===== config.mk =====
export PLATFORM = sky130hd
export DESIGN_NAME = presence_wake_detector
export DESIGN_NICKNAME = d
export VERILOG_FILES = /design/src/pwd_pkg.sv /design/src/pwd_zone_qual.sv /design/src/presence_wake_detector.sv
export SDC_FILE = /design/constraint.sdc
export NUM_CORES = 1
export LEC_CHECK = 0
export BUFFER_PORTS_ARGS = -buffer_cell sky130_fd_sc_hd__buf_2
export CELL_PAD_IN_SITES_DETAIL_PLACEMENT = 1
export CELL_PAD_IN_SITES_GLOBAL_PLACEMENT = 2
export CORE_AREA = 8 8 164 166
export DETAILED_ROUTE_END_ITERATION = 8
export DIE_AREA = 0 0 172 174
export GPL_ROUTABILITY_DRIVEN = 0
export PLACE_DENSITY_LB_ADDON = 0.05
export SLEW_MARGIN = 20
export SYNTH_ARGS = -nofsm -noshare
export SYNTH_HDL_FRONTEND = slang
export SYNTH_SLANG_ARGS = --single-unit
export TNS_END_PERCENT = 50

===== constraint.sdc =====
create_clock -name aclk -period 15.7 [get_ports aclk]
set_input_delay 3.14 -clock aclk [delete_from_list [all_inputs] [get_ports aclk]]
set_output_delay 3.14 -clock aclk [all_outputs]
set_load 0.05 [all_outputs]

===== src/pwd_pkg.sv =====
// Shared constants, register map and types for the presence wake detector.
package pwd_pkg;

    localparam int ZONES = 16;

    // The zone tally is 5 bits wide, so it never counts past 31.
    localparam int TALLY_CAP_INT = (ZONES < 31) ? ZONES : 31;
    localparam logic [4:0] TALLY_CAP = 5'(TALLY_CAP_INT);

    localparam logic [7:0]  STATUS_OK_A = 8'd5;
    localparam logic [7:0]  STATUS_OK_B = 8'd9;
    localparam logic [16:0] ABSENT_MAX  = 17'd131071;

    localparam int ADDR_W = 5;
    localparam int DATA_W = 32;

    // Register indexes, taken from paddr[4:2].
    localparam logic [2:0] REG_MAX_DISTANCE   = 3'd0;
    localparam logic [2:0] REG_MOTION_THRESH  = 3'd1;
    localparam logic [2:0] REG_MIN_ZONES      = 3'd2;
    localparam logic [2:0] REG_STANDING       = 3'd3;
    localparam logic [2:0] REG_DECAY          = 3'd4;
    localparam logic [2:0] REG_LEAVE_TIMEOUT  = 3'd5;

    typedef struct packed {
        logic [11:0] max_distance_mm;
        logic [15:0] motion_floor;
        logic [4:0]  min_zones;
        logic [6:0]  wake_count;
        logic [7:0]  decay_step;
        logic [15:0] absence_limit_ms;
    } cfg_t;

    localparam cfg_t CFG_RESET = '{
        max_distance_mm:  12'd1500,
        motion_floor:     16'd30,
        min_zones:        5'd2,
        wake_count:       7'd15,
        decay_step:       8'd2,
        absence_limit_ms: 16'd5000
    };

endpackage


===== src/pwd_zone_qual.sv =====
// Zone qualification test for one zone record.
module pwd_zone_qual
    import pwd_pkg::*;
(
    input  logic [11:0]        max_distance_mm,
    input  logic [15:0]        motion_floor,
    input  logic [2:0]         targets_detected,
    input  logic signed [15:0] range_mm,
    input  logic [7:0]         zone_status,
    input  logic [15:0]        motion_level,
    output logic               qualifies
);

    logic dist_ok;
    logic status_ok;

    // A positive distance fits in 15 bits, so the limit compare can be unsigned.
    assign dist_ok = !range_mm[15] && (range_mm != 16'sd0) &&
                     (range_mm[14:0] < {3'b000, max_distance_mm});

    assign status_ok = (zone_status == STATUS_OK_A) || (zone_status == STATUS_OK_B);

    assign qualifies = (targets_detected != 3'd0) && dist_ok && status_ok &&
                       (motion_level >= motion_floor);

endmodule


===== src/presence_wake_detector.sv =====
// Top level of the presence wake detector: stream ports, register file and state update.
// Each item passes through the input register and then the result register to m_tdata.
// Throughput: one item per cycle while m_tready does not stall the result register; the input
// register and the result register each hold one item, with the combinational state update between them.
// Reset (aresetn low, synchronous) clears the tally, count, absence timer and mode,
// empties both registers and loads the register defaults; no clearing pass is needed.
module presence_wake_detector
    import pwd_pkg::*;
(
    input  logic              aclk,
    input  logic              aresetn,

    input  logic              s_tvalid,
    output logic              s_tready,
    // [2:0] targets_detected, [18:3] range_mm, [26:19] zone_status,
    // [42:27] motion_level, [47:43] zero
    input  logic [47:0]       s_tdata,
    input  logic              s_tuser,    // [0] op: 0 zone record, 1 millisecond tick
    input  logic              s_tlast,    // last_zone

    output logic              m_tvalid,
    input  logic              m_tready,
    // [0] awake, [8:1] presence_count, [13:9] frame_zones, [14] woke, [15] went_to_sleep
    output logic [15:0]       m_tdata,
    output logic              m_tlast,    // frame_done

    input  logic              psel,
    input  logic              penable,
    input  logic              pwrite,
    input  logic [ADDR_W-1:0] paddr,
    input  logic [DATA_W-1:0] pwdata,
    output logic [DATA_W-1:0] prdata,
    output logic              pready
);

    cfg_t cfg_reg;
    logic [2:0] reg_idx;

    logic        in_vld_reg;
    logic        in_op_reg;
    logic        in_last_reg;
    logic [2:0]  in_targets_reg;
    logic [15:0] in_dist_reg;
    logic [7:0]  in_status_reg;
    logic [15:0] in_motion_reg;

    logic        out_vld_reg;
    logic [15:0] out_data_reg;
    logic        out_last_reg;

    logic [4:0]  tally_reg, tally_next;
    logic [7:0]  count_reg, count_next;
    logic [16:0] absent_reg, absent_next;
    logic        awake_reg, awake_next;

    logic        advance;
    logic        fire;
    logic        qual;
    logic [4:0]  tally_upd;
    logic        done;
    logic [4:0]  zones;
    logic        woke;
    logic        slept;

    // ---------------- configuration port ----------------
    assign pready  = 1'b1;
    assign reg_idx = paddr[4:2];

    always_ff @(posedge aclk) begin
        if (!aresetn) begin
            cfg_reg <= CFG_RESET;
        end else if (psel && penable && pwrite && pready) begin
            case (reg_idx)
                REG_MAX_DISTANCE:  cfg_reg.max_distance_mm  <= pwdata[11:0];
                REG_MOTION_THRESH: cfg_reg.motion_floor     <= pwdata[15:0];
                REG_MIN_ZONES:     cfg_reg.min_zones        <= pwdata[4:0];
                REG_STANDING:      cfg_reg.wake_count       <= pwdata[6:0];
                REG_DECAY:         cfg_reg.decay_step       <= pwdata[7:0];
                REG_LEAVE_TIMEOUT: cfg_reg.absence_limit_ms <= pwdata[15:0];
                default: ;
            endcase
        end
    end

    always_comb begin
        case (reg_idx)
            REG_MAX_DISTANCE:  prdata = {20'd0, cfg_reg.max_distance_mm};
            REG_MOTION_THRESH: prdata = {16'd0, cfg_reg.motion_floor};
            REG_MIN_ZONES:     prdata = {27'd0, cfg_reg.min_zones};
            REG_STANDING:      prdata = {25'd0, cfg_reg.wake_count};
            REG_DECAY:         prdata = {24'd0, cfg_reg.decay_step};
            REG_LEAVE_TIMEOUT: prdata = {16'd0, cfg_reg.absence_limit_ms};
            default:           prdata = '0;
        endcase
    end

    // ---------------- handshake ----------------
    // The item in the input register moves on when the result register is empty or being taken.
    assign advance  = !out_vld_reg || m_tready;
    assign fire     = in_vld_reg && advance;
    assign s_tready = !in_vld_reg || advance;

    always_ff @(posedge aclk) begin
        if (!aresetn) begin
            in_vld_reg <= 1'b0;
        end else if (s_tvalid && s_tready) begin
            in_vld_reg <= 1'b1;
        end else if (advance) begin
            in_vld_reg <= 1'b0;
        end
    end

    always_ff @(posedge aclk) begin
        if (s_tvalid && s_tready) begin
            in_op_reg      <= s_tuser;
            in_last_reg    <= s_tlast;
            in_targets_reg <= s_tdata[2:0];
            in_dist_reg    <= s_tdata[18:3];
            in_status_reg  <= s_tdata[26:19];
            in_motion_reg  <= s_tdata[42:27];
        end
    end

    // ---------------- state update ----------------
    pwd_zone_qual u_qual (
        .max_distance_mm  (cfg_reg.max_distance_mm),
        .motion_floor     (cfg_reg.motion_floor),
        .targets_detected (in_targets_reg),
        .range_mm         (in_dist_reg),
        .zone_status      (in_status_reg),
        .motion_level     (in_motion_reg),
        .qualifies        (qual)
    );

    always_comb begin
        tally_next  = tally_reg;
        count_next  = count_reg;
        absent_next = absent_reg;
        awake_next  = awake_reg;
        done        = 1'b0;
        zones       = 5'd0;
        woke        = 1'b0;
        slept       = 1'b0;
        tally_upd   = tally_reg + 5'((qual && (tally_reg < TALLY_CAP)) ? 1 : 0);

        if (in_op_reg) begin
            if (absent_reg < ABSENT_MAX) begin
                absent_next = absent_reg + 17'd1;
            end
        end else begin
            tally_next = tally_upd;
            if (in_last_reg) begin
                done       = 1'b1;
                zones      = tally_upd;
                tally_next = 5'd0;
                if (tally_upd >= cfg_reg.min_zones) begin
                    if (count_reg < {cfg_reg.wake_count, 1'b0}) begin
                        count_next = count_reg + 8'd1;
                    end
                    absent_next = 17'd0;
                end else if (count_reg > cfg_reg.decay_step) begin
                    count_next = count_reg - cfg_reg.decay_step;
                end else begin
                    count_next = 8'd0;
                end
            end
        end

        // Mode check sees the count and timer as left by this item.
        if (!awake_reg) begin
            if (count_next >= {1'b0, cfg_reg.wake_count}) begin
                awake_next = 1'b1;
                woke       = 1'b1;
            end
        end else if ((count_next == 8'd0) &&
                     (absent_next > {1'b0, cfg_reg.absence_limit_ms})) begin
            awake_next = 1'b0;
            slept      = 1'b1;
        end
    end

    always_ff @(posedge aclk) begin
        if (!aresetn) begin
            tally_reg  <= 5'd0;
            count_reg  <= 8'd0;
            absent_reg <= 17'd0;
            awake_reg  <= 1'b0;
        end else if (fire) begin
            tally_reg  <= tally_next;
            count_reg  <= count_next;
            absent_reg <= absent_next;
            awake_reg  <= awake_next;
        end
    end

    // ---------------- result register ----------------
    always_ff @(posedge aclk) begin
        if (!aresetn) begin
            out_vld_reg <= 1'b0;
        end else if (advance) begin
            out_vld_reg <= in_vld_reg;
        end
    end

    always_ff @(posedge aclk) begin
        if (fire) begin
            out_data_reg <= {slept, woke, zones, count_next, awake_next};
            out_last_reg <= done;
        end
    end

    assign m_tvalid = out_vld_reg;
    assign m_tdata  = out_data_reg;
    assign m_tlast  = out_last_reg;

endmodule

==> After elaboration in Yosys (flattened, before gate mapping) <==
Index checks and enable logic that the tools add are counted.
{ "totals": {"register_bits": 159, "inputBits": 94, "out_inout_bits": 52} }
{ "classes": {"add_sub_neg": 4, "n_lt_le_gt_ge": 9, "eq_ne": 7, "muxes": 19, "n_bitwise": 2, "reduce_logical": 30} }
{ "ops": {"columns": ["op", "count"], "rows": [
  ["$pmux W16 S6", 1],
  ["$mux W17", 4],
  ["$mux W8", 5],
  ["$add A17 B1 Y17 const B", 1],
  ["$gt A17 B16 Y1", 1],
  ["$lt A17 B17 Y1 const B", 1],
  ["$ge A16 B16 Y1", 1],
  ["$reduce_bool A16 Y1", 1],
  ["$lt A15 B12 Y1", 1],
  ["$reduce_and A2 Y1", 7],
  ["$logic_and A1 B1 Y1", 11],
  ["$add A8 B1 Y8 const B", 1],
  ["$eq A8 B3 Y1 const B", 1],
  ["$eq A8 B4 Y1 const B", 1],
  ["$ge A8 B7 Y1", 1],
  ["$gt A8 B8 Y1", 1],
  ["$logic_not A8 Y1", 1],
  ["$lt A8 B8 Y1", 1],
  ["$mux W1", 8],
  ["$sub A8 B8 Y8", 1],
  ["$eq A3 B2 Y1 const B", 2],
  ["$eq A3 B3 Y1 const B", 2],
  ["$add A5 B1 Y5", 1],
  ["$ge A5 B5 Y1", 1],
  ["10 further kinds", 15]
]} }

==> Longest topological paths before layout <==
Gate-level depths: netlist of run 1.
{ "logic_depth": {"ltp_word": 17, "mapped_depth": 31, "depth_no_buf": 31} }

==> By module <==
From an unflattened synthesis of run 1, not the netlist that was laid out.
{ "hier_totals": {"cells_unflattened": 994, "area_unflattened_um2": 8987.4} }
{ "by_module_without_submodules": {"columns": ["mod", "n_inst", "cells_per_inst", "area_each_um2"], "rows": [
  ["presence_wake_detector", 1, 895, 8230.4],
  ["pwd_zone_qual", 1, 99, 757.0]
]} }

==> Worst setup path before layout of run 1 <==
OpenSTA, ideal clock, no wires.
{ "synth_path": {"path_type": "input-to-output", "start": "input port paddr[2]", "end": "output port prdata[6]", "arrival_time_ns": 4.821, "required_ns": 12.560, "slack_ns": 7.739, "path_stages": 6, "path_buffers": 2, "cell_sequence": "buf_1 clkbuf_1 nand2_1 o21ai_0 a22oi_1 o22ai_1"} }
{ "synth_via": {"elab_chain_cells": 2, "elab_cells_between_ends": 7} }
{ "synth_rtl": {"columns": ["element", "line_no", "source"], "rows": [
  ["from (decl)", "presence_wake_detector.sv:30", "input logic [ADDR_W-1:0] paddr,"],
  ["$eq A3 B3 Y1, or another cell as far along", "presence_wake_detector.sv:86", "case (reg_idx)"],
  ["$pmux W16 S6 (*)", "presence_wake_detector.sv:86", null],
  ["to (decl)", "presence_wake_detector.sv:32", "output logic [DATA_W-1:0] prdata,"]
]} }
Mark *: on every way between the ends. The rest lies on a longest branch, timed or not.

==> Worst setup path in the final report of run 1 <==
{ "layout_path": {"start": "input port paddr[2]", "end": "output port prdata[4]"} }
The elaborated chain is that of the path after synthesis.

==> impl_results.md, run 1 <==
* Outcome: complete, no violations
* Crit. End Element: output pin
* Number of fill cells at just under 3000
* FMAX at roughly 120 MHz
* Static Leak at about 4.1 nW
* Rows at 58
* DR vias at around 7300
* Hold WS at approximately 0.47 ns
* Initial Utilization at a little over a third
* Die X-Extent at roughly 170 um
* Clock skew at 0.01496 ns
* GRT overflow at 0
* Later-pin clock latency in the skew report at between 0.4 and 0.5 ns
* Max capacitance violation total at 0
* Final Max Tran Viols at 0
* Hpwl dp at between 15000 and 20000 um
* Worst VDD drop at roughly 0.000054 V
* Core area at approximately 25000 um^2
* Largest net degree at the start of global routing at 74
* Power per cell area at 95.19 nW/um^2
* Post-CTS resize count at 0
* Final Hold Viols at 0
* Antenna Cells at 0
* Relative slew slack at about 32%
* Kind of critical path: in -> out
* Root buffer cell: clkbuf_16
* Cell area after synthesis at about 8800 um^2
* Unrepaired setup endpoints after global routing: no
* Vias in the first global route at about 7400
* Drt drc at 0
* CP Data Arrival Time at 4.89 ns
* Setup ws final at ~7.7 ns
* Max reg flops at 64
* Worst-margin pin slew at 1.012 ns
* Final WL at roughly 26000 um
* Yosys top cell area share at between 20% and 30%
* Clock Path Buffers at 2
* Total power at roughly 970 uW
* Initial DRC Count at around 300
* Final period util at 51.16%
* Clock-pin slew on the worst setup and hold paths at roughly 0.070 ns
* Wire per inst at 18.55 um
* Total Neg Setup Slack at 0 ns
* Sequential area share after synthesis at a little over two fifths
* CTS H-Tree Depth at 4
* HP Class: reg -> reg
* Vias/cell at 5.186
* Syn_area_per_cell at approximately 9.1 um^2
* Yosys cell types at between 70 and 80
* Gr usage total at roughly 18%
* Reg area at around 3800 um^2
* Syn. warnings at 0
* NumNets Final at 1232
* Post-synth top flop: dfxtp_1
* Multi-input gate area at roughly 4500 um^2
* CP Launch Type: primary input
* DIE HEIGHT at 174 um
* Cell area after layout at slightly above 10000 um^2
* I/O Buffers at approximately 110
* FFs w/ async S/R, synth at 0%
* Synth area leaders: dfxtp_1, edfxtp_1, ha_1
* Postcts setup bufs at 0
* Dpl ws at roughly 7.6 ns
* Detailed Routing Iterations Pass 1 at 4
* Post-Place Cell Area at roughly 9600 um^2
* Mapped Cells at 977
* WP data required at ~13 ns
* Largest fanout on the critical path at 31
* Final setup fails at 0
* I/O pin total at ~150
* # hold bufs at CTS at 0
* Clock Sink Count at 159
* ANT nets after route at 0
* FF+latch count, synth at 159
* First-pass GRT wire length at approximately 42000 um
* TritonCTS clock tree: yes
* Number of CTS-inserted buffers at 17
* Min Tclk post-route at 8.032 ns
* Post-synth EDFFs at slightly above 60
* Top cell type by total area after synthesis: dfxtp_1
* Share of layout cells above drive strength 1 at between 15 and 20%
* Initial antenna violation count at 2
* Syn-to-layout area delta at 15.18%
* Die area at 29930 um^2
==> Yosys cell counts, types with 4 or more instances <==
master    count
nand2_1     131
a21oi_1      73
nand2b_1     12
a311oi_1      8
mux2i_1      32
nor4_1       10
a21o_1       11
a31oi_1      10
buf_4        17
xnor2_1       4
ha_1         73
and2_1        6
xor2_1        5
nand4_1      19
o31ai_1       7
a211oi_1      5
nor2_1       88
nor3_1       18
nand3_1      15
clkbuf_1     34
a22oi_1       7
o211ai_1     29
edfxtp_1     62
inv_1        79
dfxtp_1      97
buf_1         4
o22ai_1       8
o21ai_0      35
nor2b_1       5
or4_1         5
or3_1         4
==> cells in the final DEF (no fill, tap or decap), types with 6 or more instances in the layout <==
| cell type | count |
|---|---|
| mux2i_1 | 32 |
| a31oi_1 | 10 |
| nand3_1 | 15 |
| a21oi_1 | 73 |
| nor4_1 | 10 |
| inv_8 | 6 |
| a21o_1 | 11 |
| buf_2 | 105 |
| nand2_1 | 131 |
| ha_1 | 73 |
| o211ai_1 | 29 |
| nand2b_1 | 12 |
| clkbuf_16 | 17 |
| a311oi_1 | 8 |
| inv_1 | 79 |
| nor3_1 | 16 |
| dfxtp_1 | 97 |
| conb_1 | 17 |
| nor2_1 | 88 |
| nand4_1 | 19 |
| o22ai_1 | 8 |
| o31ai_1 | 7 |
| a22oi_1 | 7 |
| o21ai_0 | 35 |
| buf_4 | 7 |
| edfxtp_1 | 62 |
==> final cells by class <==
class,instances,area share [%]
Inverter,80,2.960
Tap cell,330,4.053
Clock inverter,14,1.400
Sequential cell,159,37.34
Clock buffer,18,4.213
Timing Repair Buffer,112,5.674
Multi-Input combinational cell,694,44.36
==> per-stage QoR <==
stage	cells	utilization, %
floorplan	992	-
global placement	1375	39.20
detailed placement	1375	39.20
CTS	1407	41.53
global route	1407	41.53
finish	1407	41.53
==> cell families after synthesis <==
kind of cell               share of synthesized area, %
muxes                                             4.767
and+or+nand+nor                                   17.03
AOI/OAI and AO/OA                                 16.99
DFF                                               43.00
xor gates and xnor gates                         0.8912
adders and majority gates                         10.55
other                                           0.08491
buffers and inverters                             6.677
==> final timing paths <==
| path | end | startpoint | slack (ns) | depth (start not counted) |
|---|---|---|---|---|
| min reg2reg | cfg_reg[46] | cfg_reg[46] | 0.47 | 2 |
| max reg2reg | m_tdata[0] | cfg_reg[63] | 8.49 | 26 |
| max | prdata[4] | paddr[2] | 7.67 | 5 |
| min | cfg_reg[46] | cfg_reg[46] | 0.47 | 2 |
==> where the power goes <==
| part | switching [mW] | internal [mW] |
|---|---|---|
| sequential | 0.00810 | 0.442 |
| clock | 0.200 | 0.213 |
| combinational | 0.0741 | 0.0325 |
==> worst max-delay path: stages <==
cell	delay, ns
buf_2	0.54
nor2b_1	0.51
a22oi_1	0.17
o22ai_1	0.21
buf_2	0.30
==> per-layer routing <==
layer,share of wire (%),global-route usage (%),vias to the layer above
met2,46,28.97,114
met5,0.10,0,-
met1,49,23.97,3526
li1,-,-,3635
met4,0.77,3.485,4
met3,3.7,3.562,17
No activity file was read; power rests on OpenSTA's default activity.
==> run 2: changes to the inputs <==
--- a/config.mk
+++ b/config.mk
@@ -8,9 +8,9 @@
 export BUFFER_PORTS_ARGS = -buffer_cell sky130_fd_sc_hd__buf_2
 export CELL_PAD_IN_SITES_DETAIL_PLACEMENT = 1
 export CELL_PAD_IN_SITES_GLOBAL_PLACEMENT = 2
-export CORE_AREA = 8 8 164 166
+export CORE_AREA = 8 8 168 170
 export DETAILED_ROUTE_END_ITERATION = 8
-export DIE_AREA = 0 0 172 174
+export DIE_AREA = 0 0 176 178
 export GPL_ROUTABILITY_DRIVEN = 0
 export PLACE_DENSITY_LB_ADDON = 0.05
 export SLEW_MARGIN = 20
==> constraint.sdc (replaced) <==
create_clock -name aclk -period 7.9 [get_ports aclk]
set_input_delay 1.58 -clock aclk [delete_from_list [all_inputs] [get_ports aclk]]
set_output_delay 1.58 -clock aclk [all_outputs]
set_load 0.05 [all_outputs]
==> run 2 against run 1 <==
Power grew 110%. Global-route usage shrank 0.25 points. Clock-buffer cell count is the same. Cell area up 0.99%. Via count increased by 0.53%. Register-to-register slack got worse by 7.8 ns. Combinational power rose by 100%. Clock skew is 0.0067 ns higher. Critical path depth grew 19. Non-clock buffer count shrank 2. Largest power group is now clock.
==> impl_results.md, run 2 (synthesized netlist as in run 1, its figures left out) <==
* Outcome: complete, no violations
* Detailed Routing Iterations Pass 1 at 4 (unchanged)
* Power per cell area at 202.0 nW/um^2 (+110%)
* Final period util at 90.69%
* R2R Path Start: cfg_reg[63]
* Wire per inst at 19.13 um (+3.1%)
* Postcts setup bufs at 0 (unchanged)
* Initial antenna violation count at 3 (+1)
* Final Hold Viols at 0 (unchanged)
* HP Class: reg -> reg
* Flop2flop setup slack at 0.74 ns (-7.75 ns)
* Post-Place Cell Area at 9608 um^2 (about the same)
* Root buffer cell: clkbuf_16
* Largest net degree at the start of global routing at 74 (unchanged)
* Antenna Cells at 0 (unchanged)
* Share of layout cells above drive strength 1 at 16.00% (-0.063 points)
* Die X-Extent at 176 um (+2.3%)
* NumNets Final at 1230 (-0.16%)
* DIE HEIGHT at 178 um (+2.3%)
* ANT nets after route at 0 (unchanged)
* Relative slew slack at 30.00% (-2.3 points)
* Vias/cell at 5.202 (+0.32%)
* Switching fraction of total power at 26.88% (-2.2 points)
* Most frequent cells in the layout: nand2_1, buf_2, dfxtp_1
* Initial DRC Count at 346 (+16%)
* Hold path endpoint: cfg_reg[5]
* Largest fanout on the critical path at 10 (-68%)
* Vias in the first global route at 7491 (+0.86%)
* Post-CTS resize count at 0 (unchanged)
* TritonCTS clock tree: yes
* Max capacitance violation total at 0 (unchanged)
* Max reg flops at 64 (unchanged)
* Worst-margin pin slew at 1.046 ns (+0.03417 ns)
* Final WL at 26970 um (+3.3%)
* Final setup fails at 0 (unchanged)
* Syn-to-layout area delta at 16.32%
* Unrepaired setup endpoints after global routing: no
* Final core utilization at 40.17% (-1.4 points)
* Gr usage total at 17.52% (-0.25 points)
* WP data required at 8.19 ns (-4.37 ns)
* Crit. End Element: flip-flop
* CP Data Arrival Time at 7.46 ns (+2.57 ns)
* GRT overflow at 0 (unchanged)
* CP Launch Type: flip-flop
* Rows at 59 (+1.7%)
* CTS H-Tree Depth at 4 (unchanged)
* I/O Buffers at 105 (unchanged)
* Pint at 1.520 mW (+120%)
* Cell area after layout at 10290 um^2 (+0.99%)
* Clock skew at 0.02162 ns (+0.006664 ns)
* Clock Path Buffers at 2 (unchanged)
* Hpwl dp at 20010 um (+2.3%)
* Number of CTS-inserted buffers at 17 (unchanged)
* Total Neg Setup Slack at 0 ns (unchanged)
* # hold bufs at CTS at 0 (unchanged)
* Final Max Tran Viols at 0 (unchanged)
* Hold path depth at 2 (unchanged)
* Gate power share at 10.3% (-0.7 points)
* Flop pwr share at 43.1% (-3.3 points)
* Clock Sink Count at 159 (unchanged)
* Core area at 25620 um^2 (+4.4%)
* Switch Pwr at 558.7 uW (+98%)
* First-pass GRT wire length at 42730 um (+2.6%)
* Clk network pwr share at 46.6% (+4.0 points)
* Initial Utilization at 34.53% (-1.5 points)
* Most common cell after layout, fill and taps aside: nand2_1
* Worst R2R Path Depth at 24 (-7.7%)
* Number of fill cells at 2974 (+1.9%)
* DR vias at 7335 (+0.53%)
* Die area at 31330 um^2 (+4.7%)
* Later-pin clock latency in the skew report at 0.45 ns (+0.02 ns)
* Kind of critical path: reg -> reg
* Worst VDD drop at 0.0001344 V (+150%)
* Static Leak at 4.186 nW (+1.1%)
* Min Tclk post-route at between 7 and 8 ns
* R2R Path End: m_tdata[0]
* FMAX at about 140 MHz
* Clock-pin slew on the worst setup and hold paths at 0.07 ns (about the same)
* Hold path start: cfg_reg[5]
* Drt drc at 0 (unchanged)
* I/O pin total at 146 (unchanged)
-- run 2: cell count changes in the layout (fill, tap and decap cells not counted), moves of 2 or more --
cell / delta
buf_4: -2
bufinv_16: +5
clkinvlp_4: -2
inv_8: -3
-- run 2: layout make-up --
| class | instances | area [um^2] | share of cell area [%] |
|---|---|---|---|
| timing repair buffer | 110 | 563.0 | 5.472 |
| clock inverter | 14 | 244.0 | 2.371 |
| tap | 335 | 419.2 | 4.074 |
| inverter | 80 | 301.5 | 2.931 |
| multi-input combinational | 694 | 4528 | 44.01 |
| sequential | 159 | 3804 | 36.97 |
| clock buffer | 18 | 429.2 | 4.171 |
-- run 2: worst max path at each step --
stage / startpoint / slack, ns / cells past startpoint / end
finish: cfg_reg[63] / 0.74 / 24 / m_tdata[0]
global placement: cfg_reg[63] / 0.75 / 24 / m_tdata[0]
global route: cfg_reg[63] / 0.23 / 23 / m_tdata[0]
detailed placement: cfg_reg[63] / 0.65 / 24 / m_tdata[0]
floorplan: in_dist_reg[11] / 2.34 / 23 / m_tdata[0]
CTS: cfg_reg[63] / 0.61 / 24 / m_tdata[0]
-- run 2: worst max-delay path, stage by stage (launching register included) --
cell	delay, ns
dfxtp_1	0.37
inv_1	0.06
ha_1	0.19
or4b_2	0.66
nor4_1	0.26
nand4_1	0.12
a311oi_1	0.53
ha_1	0.29
ha_1	0.24
nand3_1	0.11
xor2_1	0.30
inv_1	0.09
ha_1	0.32
o211ai_1	0.74
buf_4	0.31
nand3_1	0.08
o21ai_0	0.12
ha_1	0.29
nand4_1	0.14
inv_1	0.05
a2111o_1	0.35
a2111oi_0	0.72
o221a_2	0.37
or4_1	0.15
a2bb2oi_1	0.16
-- run 2: layer usage --
layer | track usage [%] | vias up | part of all wire, %
met5 | 0 | - | 0.093
met2 | 28.49 | 133 | 46
met3 | 3.726 | 20 | 4.5
met4 | 4.415 | 6 | 0.88
li1 | - | 3638 | -
met1 | 23.36 | 3538 | 48
-- run 2: power groups by stage --
stage / registers, mW / clock network, mW / logic (mW)
6_report: 0.896 / 0.968 / 0.214
5_1_grt: 0.899 / 1.02 / 0.236
4_1_cts: 0.896 / 0.989 / 0.217
3_5_place_dp: 0.915 / 0 / 0.217
3_3_place_gp: 0.914 / 0 / 0.213
2_1_floorplan: 0.924 / 0 / 0.140
-- run 2: stage by stage --
stage          setup slack [ns]  power [mW]  hold slack [ns]  instances
2_1_floorplan             2.336       1.064           0.4463        992
3_3_place_gp             0.7545       1.128           0.4650       1378
3_5_place_dp             0.6466       1.132           0.4692       1378
4_1_cts                  0.6084       2.102           0.4798       1410
5_1_grt                  0.2289       2.153           0.4996       1410
6_report                 0.7352       2.078           0.4768       1410
